--- src/hdl/toi_pkg.sv ---
// Shared constants and types for the two-opt tour improver.
package toi_pkg;
   localparam int MaxCities = 128;
   localparam int CityBits = 7;
   localparam int DistBits = 32;
   localparam int LenBits = 39;
   localparam int PassBits = 10;
   localparam int CountBits = 8;
   localparam int DistAddrBits = 2 * CityBits;
   localparam int MinTour = 4;

   typedef enum logic [1:0] {
      OP_LOAD_DIST = 2'd0,
      OP_LOAD_TOUR = 2'd1,
      OP_OPTIMIZE = 2'd2,
      OP_READ_TOUR = 2'd3
   } op_type;

   localparam logic CSR_CITY_COUNT = 1'b0;
   localparam logic CSR_PASS_LIMIT = 1'b1;

   localparam logic KIND_OPT = 1'b0;
   localparam logic KIND_READ = 1'b1;

   typedef struct packed {
      logic [1:0] op;
      logic [CityBits-1:0] row_city;
      logic [CityBits-1:0] col_city;
      logic [DistBits-1:0] distance;
      logic [CityBits-1:0] position;
      logic [CityBits-1:0] city;
   } req_type;

   typedef struct packed {
      logic kind;
      logic [LenBits-1:0] total_length;
      logic [PassBits-1:0] passes_used;
      logic converged;
      logic [CityBits-1:0] city_out;
   } rsp_type;

   typedef struct packed {
      logic we;
      logic [CityBits-1:0] waddr;
      logic [CityBits-1:0] wdata;
      logic [CityBits-1:0] raddr;
   } tour_port_type;

   typedef struct packed {
      logic we;
      logic [DistAddrBits-1:0] waddr;
      logic [DistBits-1:0] wdata;
      logic [DistAddrBits-1:0] raddr;
   } dist_port_type;
endpackage

--- src/hdl/toi_ctrl.sv ---
// Sequencer for loads, reads, 2-opt passes, reversal and length sum.
module toi_ctrl
   import toi_pkg::*;
(
   input logic clock,
   input logic reset,
   input logic in_valid,
   output logic in_ready,
   input req_type in_data,
   output logic out_valid,
   input logic out_ready,
   output rsp_type out_data,
   input logic [CountBits-1:0] city_count,
   input logic [PassBits-1:0] pass_limit,
   output tour_port_type tport,
   input logic [CityBits-1:0] trdata,
   output dist_port_type dport,
   input logic [DistBits-1:0] drdata
);
   typedef enum logic [4:0] {
      S_IDLE, S_RD_WAIT, S_PASS_START, S_T0, S_T1, S_T2, S_T3, S_T4,
      S_D0, S_D1, S_D2, S_D3, S_D4, S_CMP,
      S_RV0, S_RV1, S_RV2, S_RV3,
      S_L0, S_L1, S_L2, S_L3, S_DONE
   } state_type;

   state_type state_ff;
   logic [CityBits:0] n_ff;
   logic [CityBits:0] i_ff, k_ff, lo_ff, hi_ff, p_ff;
   logic [CityBits-1:0] ca_ff, cb_ff, cc_ff, cd_ff;
   logic [PassBits-1:0] pass_ff;
   logic moved_ff, conv_ff;
   logic [DistBits:0] add_ff, rem_ff;
   logic [LenBits:0] sum_ff;
   logic [CityBits-1:0] swap_ff;
   logic out_valid_ff;
   rsp_type out_ff;
   logic [CityBits:0] nx;
   logic [CountBits-1:0] n_in;

   assign nx = (k_ff + 1'b1 == n_ff) ? '0 : k_ff + 1'b1;
   assign n_in = (city_count > CountBits'(MaxCities)) ? CountBits'(MaxCities) : city_count;
   assign in_ready = (state_ff == S_IDLE) && !out_valid_ff;
   assign out_valid = out_valid_ff;
   assign out_data = out_ff;

   always_comb begin
      tport = '0;
      dport = '0;
      unique case (state_ff)
         S_IDLE: begin
            tport.raddr = in_data.position;
            tport.we = in_valid && in_ready && (in_data.op == OP_LOAD_TOUR);
            tport.waddr = in_data.position;
            tport.wdata = in_data.city;
            dport.we = in_valid && in_ready && (in_data.op == OP_LOAD_DIST);
            dport.waddr = {in_data.row_city, in_data.col_city};
            dport.wdata = in_data.distance;
         end
         S_T0: tport.raddr = CityBits'(i_ff - 1'b1);
         S_T1: tport.raddr = CityBits'(i_ff);
         S_T2: tport.raddr = CityBits'(k_ff);
         S_T3: tport.raddr = CityBits'(nx);
         S_D0: dport.raddr = {ca_ff, cc_ff};
         S_D1: dport.raddr = {cb_ff, cd_ff};
         S_D2: dport.raddr = {ca_ff, cb_ff};
         S_D3: dport.raddr = {cc_ff, cd_ff};
         S_RV0: tport.raddr = CityBits'(lo_ff);
         S_RV1: tport.raddr = CityBits'(hi_ff);
         S_RV2: begin
            tport.we = 1'b1;
            tport.waddr = CityBits'(lo_ff);
            tport.wdata = trdata;
         end
         S_RV3: begin
            tport.we = 1'b1;
            tport.waddr = CityBits'(hi_ff);
            tport.wdata = swap_ff;
         end
         S_L0: tport.raddr = CityBits'(p_ff);
         S_L1: tport.raddr = CityBits'((p_ff + 1'b1 == n_ff) ? '0 : p_ff + 1'b1);
         S_L2: dport.raddr = {ca_ff, trdata};
         default: ;
      endcase
   end

   always_ff @(posedge clock) begin
      if (reset) begin
         state_ff <= S_IDLE;
         out_valid_ff <= 1'b0;
      end else begin
         if (out_valid_ff && out_ready) out_valid_ff <= 1'b0;
         unique case (state_ff)
            S_IDLE: if (in_valid && in_ready) begin
               if (in_data.op == OP_READ_TOUR) state_ff <= S_RD_WAIT;
               else if (in_data.op == OP_OPTIMIZE) begin
                  n_ff <= n_in;
                  pass_ff <= '0;
                  moved_ff <= 1'b0;
                  sum_ff <= '0;
                  p_ff <= '0;
                  if (n_in < CountBits'(MinTour)) begin
                     conv_ff <= 1'b1;
                     state_ff <= (n_in == '0) ? S_DONE : S_L0;
                  end else begin
                     conv_ff <= 1'b0;
                     state_ff <= S_PASS_START;
                  end
               end
            end
            S_RD_WAIT: begin
               out_ff <= '{KIND_READ, '0, '0, 1'b0, trdata};
               out_valid_ff <= 1'b1;
               state_ff <= S_IDLE;
            end
            S_PASS_START: begin
               if (pass_ff == pass_limit) begin
                  conv_ff <= (pass_ff != '0) && !moved_ff;
                  state_ff <= S_L0;
               end else if (pass_ff != '0 && !moved_ff) begin
                  conv_ff <= 1'b1;
                  state_ff <= S_L0;
               end else begin
                  i_ff <= (CityBits+1)'(1);
                  k_ff <= (CityBits+1)'(2);
                  moved_ff <= 1'b0;
                  state_ff <= S_T0;
               end
            end
            S_T0: state_ff <= S_T1;
            S_T1: begin ca_ff <= trdata; state_ff <= S_T2; end
            S_T2: begin cb_ff <= trdata; state_ff <= S_T3; end
            S_T3: begin cc_ff <= trdata; state_ff <= S_T4; end
            S_T4: begin cd_ff <= trdata; state_ff <= S_D0; end
            S_D0: state_ff <= S_D1;
            S_D1: begin add_ff <= {1'b0, drdata}; state_ff <= S_D2; end
            S_D2: begin add_ff <= add_ff + {1'b0, drdata}; state_ff <= S_D3; end
            S_D3: begin rem_ff <= {1'b0, drdata}; state_ff <= S_D4; end
            S_D4: begin rem_ff <= rem_ff + {1'b0, drdata}; state_ff <= S_CMP; end
            S_CMP: begin
               if (add_ff < rem_ff) begin
                  moved_ff <= 1'b1;
                  pass_ff <= pass_ff + 1'b1;
                  lo_ff <= i_ff;
                  hi_ff <= k_ff;
                  state_ff <= S_RV0;
               end else if (k_ff + 1'b1 < n_ff) begin
                  k_ff <= k_ff + 1'b1;
                  state_ff <= S_T0;
               end else if (i_ff + 2'd2 < n_ff) begin
                  i_ff <= i_ff + 1'b1;
                  k_ff <= i_ff + 2'd2;
                  state_ff <= S_T0;
               end else begin
                  pass_ff <= pass_ff + 1'b1;
                  state_ff <= S_PASS_START;
               end
            end
            S_RV0: state_ff <= (lo_ff < hi_ff) ? S_RV1 : S_PASS_START;
            S_RV1: begin swap_ff <= trdata; state_ff <= S_RV2; end
            S_RV2: state_ff <= S_RV3;
            S_RV3: begin
               lo_ff <= lo_ff + 1'b1;
               hi_ff <= hi_ff - 1'b1;
               state_ff <= S_RV0;
            end
            S_L0: state_ff <= S_L1;
            S_L1: begin ca_ff <= trdata; state_ff <= S_L2; end
            S_L2: state_ff <= S_L3;
            S_L3: begin
               sum_ff <= sum_ff + (LenBits+1)'(drdata);
               if (p_ff + 1'b1 == n_ff) state_ff <= S_DONE;
               else begin
                  p_ff <= p_ff + 1'b1;
                  state_ff <= S_L0;
               end
            end
            S_DONE: begin
               out_ff <= '{KIND_OPT,
                  (sum_ff[LenBits] ? {LenBits{1'b1}} : sum_ff[LenBits-1:0]),
                  pass_ff, conv_ff, '0};
               out_valid_ff <= 1'b1;
               state_ff <= S_IDLE;
            end
            default: state_ff <= S_IDLE;
         endcase
      end
   end
endmodule

--- config.mk ---
export PLATFORM = sky130hd
export DESIGN_NAME = toi_ctrl
export DESIGN_NICKNAME = d
export VERILOG_FILES = /design/src/hdl/toi_pkg.sv /design/src/hdl/toi_ctrl.sv
export SDC_FILE = /design/constraint.sdc
export NUM_CORES = 1
export LEC_CHECK = 0
export BUFFER_PORTS_ARGS = -buffer_cell sky130_fd_sc_hd__buf_2
export CORE_MARGIN = 5
export CORE_UTILIZATION = 30
export DETAILED_ROUTE_END_ITERATION = 8
export PLACE_DENSITY = 0.58
export SKIP_LAST_GASP = 1
export SYNTH_ARGS = -nofsm -noshare
export SYNTH_HDL_FRONTEND = slang
export SYNTH_SLANG_ARGS = --single-unit
export TNS_END_PERCENT = 20
--- constraint.sdc ---
create_clock -name clock -period 17.8 [get_ports clock]
set_input_delay 2.67 -clock clock [delete_from_list [all_inputs] [get_ports clock]]
set_output_delay 2.67 -clock clock [all_outputs]
set_load 0.01 [all_outputs]
==> metrics.cfg, run 1 <==
[logic_synthesis]
netlist.area_leader.share_pct=41.1
syn_inst=2026
yosysUniqueCellTypes=71
ys_seq_area_share_pct=41.7
synth_fp_nets=2313
synth_top_area_cell=edfxtp_1
synth.area.top_cells=edfxtp_1 (41%), ha_1 (11%), nor2_1 (4.8%), nand2_1 (4.0%), xnor2_1 (3.4%)
synth_common_cells=edfxtp_1 (259), nor2_1 (243), nand2_1 (200)
synth-async-reset-ratio_pct=0
yosys.cell_count.top_type=edfxtp_1
synth_seq_cells=265
netlist_area_um2=18900
synth_edf_count=259
avgSynthCellArea_um2=9.34
synth_warnings=0
ys.flop_type=edfxtp_1

[pwr]
total_power_mw=1.74
power_switching_mw=0.484
swShare_pct=27.8
powerDensity_nw_per_um2=77.9
power.leakage_nw=9.50
p_comb_share_pct=17.7
power_frac_clock_pct=40.9
seqPwrFrac_pct=41.4
p_int_mw=1.26
ir_drop_uv=51.1

[timing]
hold_viol_final=0
finalSetupViolations=0
post-route-period-util_pct=35.5
finalClockSkew_ps=25.8
period_minus_slack_ps=6330
slew_headroom_pct=19.5
tightest_slew_ps=1200
setup_tns_ps=0
fmax_ghz=0.158
slew_viol_final=0
rsz0062_at_grt=false

[grt]
grt_max_degree=65
grt_pass1_wl_mm=91.4
grt_pass1_vias=16000
track_usage_pct=16.7
antenna_found_initial=4
gr-total-overflow=0

[worst_setup_path]
crit_family=simple AND/OR/NAND/NOR gates
required_ps=15130
crit_type=flip-flop to primary output
cp-start-kind=flip-flop
cpPeakStageDelay_ps=650
crit_arrival_ps=3660
crit_slowest_cell=nor3_1
path_buf_inv=2
path_max_fanout=9
endpoint_kind=primary output
cp_cell_sequence=ha_1, nand3_1, xnor2_1, ha_1, nand4_1, nor2_1, nor3_1, inv_1, o21ai_0, a21oi_1, o21ai_0, a211o_1, buf_2

[cells_and_area]
area_growth_pct=18.1
drive_gt1_share_pct=15.9
nets=2556
final_cells=3140

[flow_run]
cap_violations=0

[route]
drc=0
routed_via_density=5.23
drt_pass1_iterations=5
drtIter0Drc=1535
drt-total-wl_mm=59.6
wl_per_cell_um=19.0
drtAntennaViolNets=0
num_vias=16400

[clock_tree]
cts_sinks=265
insertion_delay_ps=540
ctsHoldBuffers=0
cts_resized=0
cts_setup_buffers=0
cts_max_level=2
cts_made_buffers=35
cts_tree=built
cts_max_path_buffers=3
cts.clk_slew.worst_paths_ps=50
root_buffer=clkbuf_16

[die]
die_w_um=261
coreArea_um2=62700
num_rows=92
die_area_um2=68200
start_util_pct=30.2
ioPinCount=266
die_h_um=261

[place]
io_buffer_count=265
dp.cells=3078
globalplace.congestion=0.965
place_hpwl_mm=45.2

[min_path]
hold_class=flip-flop to flip-flop

[outcome]
status=finished, final reports clean

[power by group through the flow]
stage	Sequential, mW	Clock (mW)	Combinational (mW)
3_3_place_gp	0.733	0	0.302
2_1_floorplan	0.726	0	0.206
6_report	0.721	0.712	0.309
4_1_cts	0.721	0.736	0.309
5_1_grt	0.722	0.762	0.342
3_5_place_dp	0.733	0	0.307
[sequential cells by signal (all words and copies together) (netlist names)]
name / cells
i_ff: 8
add_ff: 33
state_ff: 5
p_ff: 8
pass_ff: 10
cb_ff: 7
out_data: 58
swap_ff: 7
conv_ff: 1
lo_ff: 8
k_ff: 8
n_ff: 8
cd_ff: 7
out_valid: 1
hi_ff: 8
rem_ff: 33
sum_ff: 40
ca_ff: 7
moved_ff: 1
cc_ff: 7
[metrics by stage]
| step | hold WS [ps] | setup slack, ps | utilization (%) | area (um2) |
|---|---|---|---|---|
| after floorplan | 520 | 10230 | - | 18900 |
| after detailed placement | 485 | 11550 | 33.8 | 21200 |
| final | 495 | 11470 | 35.6 | 22400 |
| after global routing | 535 | 11280 | 35.6 | 22400 |
| after global placement | 477 | 11580 | 33.8 | 21200 |
| after CTS | 500 | 11520 | 35.6 | 22400 |
[per-layer routing]
| layer | up-vias | track usage, % | wire length, um | share of wire, % |
|---|---|---|---|---|
| li1 | 7980 | - | - | - |
| met1 | 7872 | 21.3 | 25600 | 43 |
| met2 | 477 | 28.9 | 28800 | 48 |
| met3 | 98 | 2.99 | 3410 | 5.7 |
| met4 | 8 | 5.30 | 1720 | 2.9 |
| met5 | - | 0 | 44 | 0.074 |
[logic make-up after synthesis]
logic type / count (synthesis) / share of synthesized area [%]
buf+inv: 181 / 3.65
fa+ha+maj: 164 / 11.0
xor+xnor: 129 / 5.97
compound gates: 517 / 18.2
simple gates: 756 / 18.8
flops: 265 / 41.7
mux: 14 / 0.747
[worst paths after layout]
| check | startpoint | end | slack (ps) | cells after the start |
|---|---|---|---|---|
| max | k_ff[0] | tport[2] | 11470 | 13 |
| min | out_valid | out_valid | 490 | 1 |
| max reg2reg | state_ff[0] | k_ff[0] | 13680 | 5 |
| min reg2reg | out_valid | out_valid | 490 | 1 |
[layout by cell type, fill, tap and decap left out, types with 73 or more instances in the layout]
master / n
edfxtp_1: 259
o21ai_0: 126
nor2_1: 240
buf_2: 265
inv_1: 103
a21oi_1: 107
and3_1: 81
a21o_1: 74
nand2_1: 197
ha_1: 161
xnor2_1: 73
[layout make-up]
type                       count  area (um2)
fill                        6427       40400
sequential                   265        7900
antenna                        2        5.00
clock buffer                  48         987
inverter                     103         387
multi-input combinational   1580       10400
timing repair buffer         284        1470
tap                          846        1060
clock inverter                12         145
No activity file was read; power rests on OpenSTA's default activity.
==> run 2, diff against run 1 <==
- ABC_AREA: default -> 1
- PLACE_DENSITY: 0.58 -> 0.6
- clock period: 17.8 -> 5.3 ns (I/O delays scaled with it)
==> metrics.cfg, run 2 <==
[outcome]
status=finished, final reports clean  ; unchanged

[timing]
finalSetupViolations=0  ; unchanged
slew_viol_final=0  ; unchanged
setup_tns_ps=0  ; unchanged
finalClockSkew_ps=36.3  ; was 25.8 ps
fmax_ghz=0.251
tightest_slew_ps=1110  ; was 1200 ps
slew_headroom_pct=25.9  ; was 19.5%
rsz0062_at_grt=false  ; unchanged
post-route-period-util_pct=75.3
period_minus_slack_ps=3990
setup_ws_ps=1310  ; was 11470 ps
timing.hold.ws_ps=495  ; about the same
hold_viol_final=0  ; unchanged

[clock_tree]
cts_max_path_buffers=3  ; unchanged
cts.clk_slew.worst_paths_ps=60  ; was 50 ps
insertion_delay_ps=570  ; was 540 ps
root_buffer=clkbuf_16  ; unchanged
cts_setup_buffers=0  ; unchanged
cts_max_level=2  ; unchanged
cts_tree=built  ; unchanged
cts_sinks=265  ; unchanged
cts_resized=0  ; unchanged
cts_made_buffers=38  ; was 35
ctsHoldBuffers=0  ; unchanged

[cells_and_area]
multi_input_area_um2=11300  ; was 10400 um2
n_fill_cell=7529  ; was 6427
area_growth_pct=17.2  ; was 18.1%
largest_register_ffs=58  ; unchanged
final_common_cell=nand2_1  ; was buf_2
seqCellArea_um2=7900  ; unchanged
final_cell_mix=nand2_1 (726), nor2_1 (440), inv_1 (417)  ; was buf_2 (265), edfxtp_1 (259), nor2_1 (240)
fin_util_pct=35.3  ; was 35.6%
nets=3461  ; was 2556
drive_gt1_share_pct=11.9  ; was 15.9%

[logic_synthesis]
yosys.cell_count.top_type=nand2_1  ; was edfxtp_1
synth_fp_nets=3195  ; was 2313
synth-async-reset-ratio_pct=0  ; unchanged
synth_seq_cells=265  ; unchanged
synth_edf_count=259  ; unchanged
synth_top_area_cell=edfxtp_1  ; unchanged
synth_warnings=0  ; unchanged
synth.area.top_cells=edfxtp_1 (37%), nand2_1 (13%), ha_1 (9.6%), nor2_1 (7.9%), inv_1 (7.5%)  ; was edfxtp_1 (41%), ha_1 (11%), nor2_1 (4.8%), nand2_1 (4.0%), xnor2_1 (3.4%)
avgSynthCellArea_um2=7.21  ; was 9.34 um2
yosysUniqueCellTypes=47  ; was 71
netlist.area_leader.share_pct=37.1  ; was 41.1%
netlist_area_um2=21000  ; was 18900 um2
syn_inst=2908  ; was 2026
ys.flop_type=edfxtp_1  ; unchanged
ys_seq_area_share_pct=37.7  ; was 41.7%
synth_common_cells=nand2_1 (726), nor2_1 (442), inv_1 (417)  ; was edfxtp_1 (259), nor2_1 (243), nand2_1 (200)

[worst_setup_path]
required_ps=4510  ; was 15130 ps
r2r_cells=7  ; was 5
endpoint_kind=primary output  ; unchanged
crit_type=flip-flop to primary output  ; unchanged
cp-start-kind=flip-flop  ; unchanged
crit_arrival_ps=3200  ; was 3660 ps
path_max_fanout=5  ; was 9

[pwr]
p_comb_share_pct=19.3  ; was 17.7%
swShare_pct=31.1  ; was 27.8%
power.leakage_nw=11.4  ; was 9.50 nW
power_frac_clock_pct=41.1  ; was 40.9%
p_int_mw=4.19  ; was 1.26 mW
power_switching_mw=1.89  ; was 0.484 mW
powerDensity_nw_per_um2=247  ; was 77.9 nW/um2
ir_drop_uv=189  ; was 51.1 uV
seqPwrFrac_pct=39.7  ; was 41.4%
total_power_mw=6.07  ; was 1.74 mW

[die]
die_w_um=274  ; was 261 um
num_rows=97  ; was 92
die_area_um2=75300  ; was 68200 um2
die_h_um=274  ; was 261 um
start_util_pct=30.1  ; was 30.2%
coreArea_um2=69700  ; was 62700 um2
ioPinCount=266  ; unchanged

[route]
drtAntennaViolNets=0  ; unchanged
num_vias=20400  ; was 16400
drtIter0Drc=2006  ; was 1535
drt_pass1_iterations=5  ; unchanged
routed_via_density=4.92  ; was 5.23
wl_per_cell_um=17.6  ; was 19.0 um
drc=0  ; unchanged
drt-total-wl_mm=73.0  ; was 59.6 mm

[grt]
grt_max_degree=54  ; was 65
grt_pass1_vias=19200  ; was 16000
use_met3_pct=2.46  ; was 2.99%
antenna_found_initial=3  ; was 4
use_met2_pct=30.0  ; was 28.9%
track_usage_pct=18.6  ; was 16.7%
grt_busiest_layer=met2  ; unchanged
gr-total-overflow=0  ; unchanged
met1_usage_pct=26.0  ; was 21.3%
grt_pass1_wl_mm=110  ; was 91.4 mm

[place]
globalplace.congestion=0.974  ; was 0.965
io_buffer_count=265  ; unchanged
dp_worst_setup_slack_ps=1900  ; was 11550 ps
place_hpwl_mm=57.7  ; was 45.2 mm

[flow_run]
cap_violations=0  ; unchanged

[min_path]
hold_depth=1  ; unchanged
hold_class=primary input to flip-flop  ; was flip-flop to flip-flop

run 2: cell count changes after synthesis, sizes merged, moves of 77 or more:
cell and delta:
nand2 +533, inv +324, nor2 +211, nand3 +129, a21oi +89, and3 -77
run 2: metrics by stage:
step | std cells | instance area, um2
after floorplan | 2908 | 21000
after global placement | 4074 | 23400
after CTS | 4143 | 24600
after global routing | 4144 | 24600
after detailed placement | 4074 | 23400
final | 4144 | 24600
run 2: final cells by class:
cell class / count / area share, %
timing repair buffer: 275 / 5.70
antenna: 1 / 0.0102
sequential: 265 / 32.1
inverter: 428 / 6.54
clock buffer: 43 / 4.03
tap: 940 / 4.79
clock inverter: 26 / 0.861
multi-input combinational: 2166 / 45.9
run 2: critical path, stage by stage (launching register included):
cell,delay (ps)
edfxtp_1,470
ha_1,250
nand2_1,60
inv_1,60
nand4_1,90
xor2_1,270
inv_1,70
ha_1,270
nand2_1,70
nor2_1,130
nand4_1,90
nand2_1,160
inv_1,120
a221oi_1,260
nand3_1,120
buf_2,160
run 2: final timing paths:
kind,slack [ps],to,from
worst max-delay path,1310,tport[0],k_ff[0]
worst min-delay path,500,swap_ff[6],trdata[6]
worst max register to register,1910,sum_ff[27],state_ff[4]
worst min register to register,530,out_valid,out_valid
run 2: kinds of logic (layout without fill, tap and decap cells):
logic type / count (synthesis) / in the layout / synth area share, %
compound gates: 467 / 467 / 12.2
xor+xnor: 48 / 48 / 2.01
fa+ha+maj: 164 / 164 / 9.90
buf+inv: 477 / 772 / 8.70
flops: 265 / 265 / 37.7
other cells: 0 / 1 / 0
simple gates: 1487 / 1487 / 29.5
run 2: power groups by stage:
stage          Clock [mW]  Sequential, mW  Combinational, mW
5_1_grt              2.64            2.42               1.31
3_3_place_gp            0            2.45               1.15
2_1_floorplan           0            2.44              0.738
3_5_place_dp            0            2.45               1.16
6_report             2.49            2.41               1.17
4_1_cts              2.58            2.41               1.16
run 2: per-layer routing:
metal | vias to the layer above | part of all wire, %
met2 | 720 | 45
li1 | 10200 | -
met3 | 112 | 6.4
met4 | 2 | 3.1
met1 | 9382 | 45
met5 | - | 0.018
==> run 3, diff against run 2 <==
- ABC_AREA: 1 -> 0
- PLACE_DENSITY: 0.6 -> 0.58
- clock period: 5.3 -> 4.1 ns (I/O delays scaled with it)
==> metrics.cfg, run 3 (synthesized netlist as in run 1, its figures left out) <==
[outcome]
status=finished, final reports clean  ; unchanged

[worst_setup_path]
crit_type=flip-flop to primary output  ; unchanged
path_buf_inv=2  ; was 4
endpoint_kind=primary output  ; unchanged
r2r_cells=12  ; was 7
timing.rr.start=k_ff[1]  ; was state_ff[4]
required_ps=3480  ; was 4510 ps
r2r_setup_slack_ps=460  ; was 1910 ps
crit_top_cell=nand3_1
crit_family=simple AND/OR/NAND/NOR gates  ; unchanged
crit_arrival_ps=3430  ; was 3200 ps
cp-startpoint=k_ff[2]  ; was k_ff[0]
cp-start-kind=flip-flop  ; unchanged
cpPeakStageDelay_ps=510  ; was 470 ps
cp_cell_sequence=and3_1, nand3_1, xnor2_2, ha_1, nand4_1, nor2_1, nor3_1, buf_4, a222oi_1, nand3_1, a21oi_1, o21ai_0, buf_2  ; was ha_1, nand2_1, inv_1, nand4_1, xor2_1, inv_1, ha_1, nand2_1, nor2_1, nand4_1, nand2_1, inv_1, a221oi_1, nand3_1, buf_2
crit_cells=13  ; was 15
endpoint=tport[3]  ; was tport[0]
path_max_fanout=8  ; was 5
crit_slowest_cell=edfxtp_1  ; unchanged
rr_endpoint=pass_ff[9]  ; was sum_ff[27]

[grt]
track_usage_pct=17.1  ; was 18.6%
grt_max_degree=50  ; was 54
antenna_found_initial=0  ; was 3
grt_pass1_vias=16400  ; was 19200
grt_pass1_wl_mm=93.4  ; was 110 mm
gr-total-overflow=0  ; unchanged

[cells_and_area]
final_cell_mix=buf_2 (265), edfxtp_1 (259), nor2_1 (240)  ; was nand2_1 (726), nor2_1 (440), inv_1 (417)
area_growth_pct=19.2  ; was 17.2%
seqCellArea_um2=7900  ; unchanged
drive_gt1_share_pct=17.1  ; was 11.9%
final_common_cell=buf_2  ; was nand2_1
diodes=0  ; was 1
multi_input_area_um2=10400  ; was 11300 um2
n_fill_cell=6348  ; was 7529
final_cells=3165  ; was 4144
largest_register_ffs=58  ; unchanged
postLayoutCellArea_um2=22600  ; was 24600 um2
nets=2581  ; was 3461

[route]
num_vias=16700  ; was 20400
dr_wl_met2_mm=29.7  ; was 33.0 mm
drt_pass1_iterations=6  ; was 5
drt-total-wl_mm=61.1  ; was 73.0 mm
drtIter0Drc=1399  ; was 2006
drtAntennaViolNets=0  ; unchanged
wirelength_met1_mm=25.9  ; was 33.0 mm
routed_via_density=5.27  ; was 4.92
wl_per_cell_um=19.3  ; was 17.6 um
routed.top_layer=met4  ; was met5
drc=0  ; unchanged
dr_wl_met3_mm=3.56  ; was 4.69 mm

[clock_tree]
cts_made_buffers=35  ; was 38
ctsHoldBuffers=0  ; unchanged
cts_tree=built  ; unchanged
cts_max_path_buffers=3  ; unchanged
insertion_delay_ps=550  ; was 570 ps
root_buffer=clkbuf_16  ; unchanged
cts_sinks=265  ; unchanged
cts.clk_slew.worst_paths_ps=60  ; about the same
cts_max_level=2  ; unchanged

[timing]
rsz0062_at_grt=true  ; was false
finalClockSkew_ps=16.9  ; was 36.3 ps
setup_tns_ps=0  ; unchanged
slew_headroom_pct=31.5  ; was 25.9%
timing.hold.ws_ps=384  ; was 495 ps
slew_viol_final=0  ; unchanged
post-route-period-util_pct=98.6
tightest_slew_ps=1020  ; was 1110 ps
period_minus_slack_ps=4040
fmax_ghz=0.247
finalSetupViolations=0  ; unchanged
hold_viol_final=0  ; unchanged

[pwr]
power.leakage_nw=9.65  ; was 11.4 nW
powerDensity_nw_per_um2=340  ; was 247 nW/um2
ir_drop_uv=225  ; was 189 uV

[place]
globalplace.congestion=0.919  ; was 0.974
dp.cells=3098  ; was 4074
placed_cell_area_um2=21400  ; was 23400 um2
place_hpwl_mm=46.3  ; was 57.7 mm
io_buffer_count=265  ; unchanged

[die]
die_h_um=261  ; was 274 um
coreArea_um2=62700  ; was 69700 um2
start_util_pct=30.2  ; was 30.1%
ioPinCount=266  ; unchanged
die_w_um=261  ; was 274 um
die_area_um2=68200  ; was 75300 um2
num_rows=92  ; was 97

[min_path]
hold_class=primary input to flip-flop  ; unchanged
hold_depth=1  ; unchanged

[flow_run]
cap_violations=0  ; unchanged

run 3: cell count changes in the layout (fill, tap and decap cells not counted), sizes merged, moves of 48 or more:
| cell | change |
|---|---|
| a21o | +69 |
| a21oi | -89 |
| and3 | +77 |
| inv | -327 |
| nand2 | -533 |
| nand3 | -129 |
| nor2 | -211 |
| o21ai | -59 |
| xnor2 | +48 |
run 3: worst min-delay path by stage:
stage | startpoint | to | slack, ps
2_1_floorplan | conv_ff | out_data[7] | 520
3_5_place_dp | out_valid | out_valid | 510
3_3_place_gp | out_valid | out_valid | 490
4_1_cts | trdata[3] | ca_ff[3] | 360
6_report | city_count[7] | n_ff[7] | 380
5_1_grt | trdata[3] | ca_ff[3] | 390
run 3: what timing repair did:
action                                 in CTS  in global routing
setup endpoints to repair                   0                  4
buffers inserted                            0                  5
gates resized for setup                     0                  3
endpoints found under the hold margin       0                  0
run 3: report_power, final:
group / leakage (nW) / internal, mW / switching (mW)
clock network: 0.553 / 1.84 / 1.31
registers: 2.42 / 3.05 / 0.0823
logic: 6.68 / 0.552 / 0.832
total: 9.65 / 5.44 / 2.22
run 3: area by class of cell:
class | instances | area share, %
timing repair buffer | 309 | 7.34
clock buffer | 41 | 4.17
sequential | 265 | 35.0
clock inverter | 21 | 0.893
inverter | 103 | 1.71
multi-input combinational | 1580 | 46.2
tap | 846 | 4.69
run 3: routing by layer:
metal	global-route usage [%]	up-vias
li1	-	8010
met1	21.7	7940
met2	30.0	618
met3	2.55	111
met4	5.43	0
met5	0	-
run 3: stage by stage:
stage | power [mW] | utilization [%] | setup slack, ps
2_1_floorplan | 4.04 | - | 39.3
3_3_place_gp | 4.53 | 34.0 | 216
3_5_place_dp | 4.55 | 34.0 | 135
4_1_cts | 7.72 | 35.9 | 56.2
5_1_grt | 7.98 | 36.0 | -141
6_report | 7.66 | 36.0 | 57.6
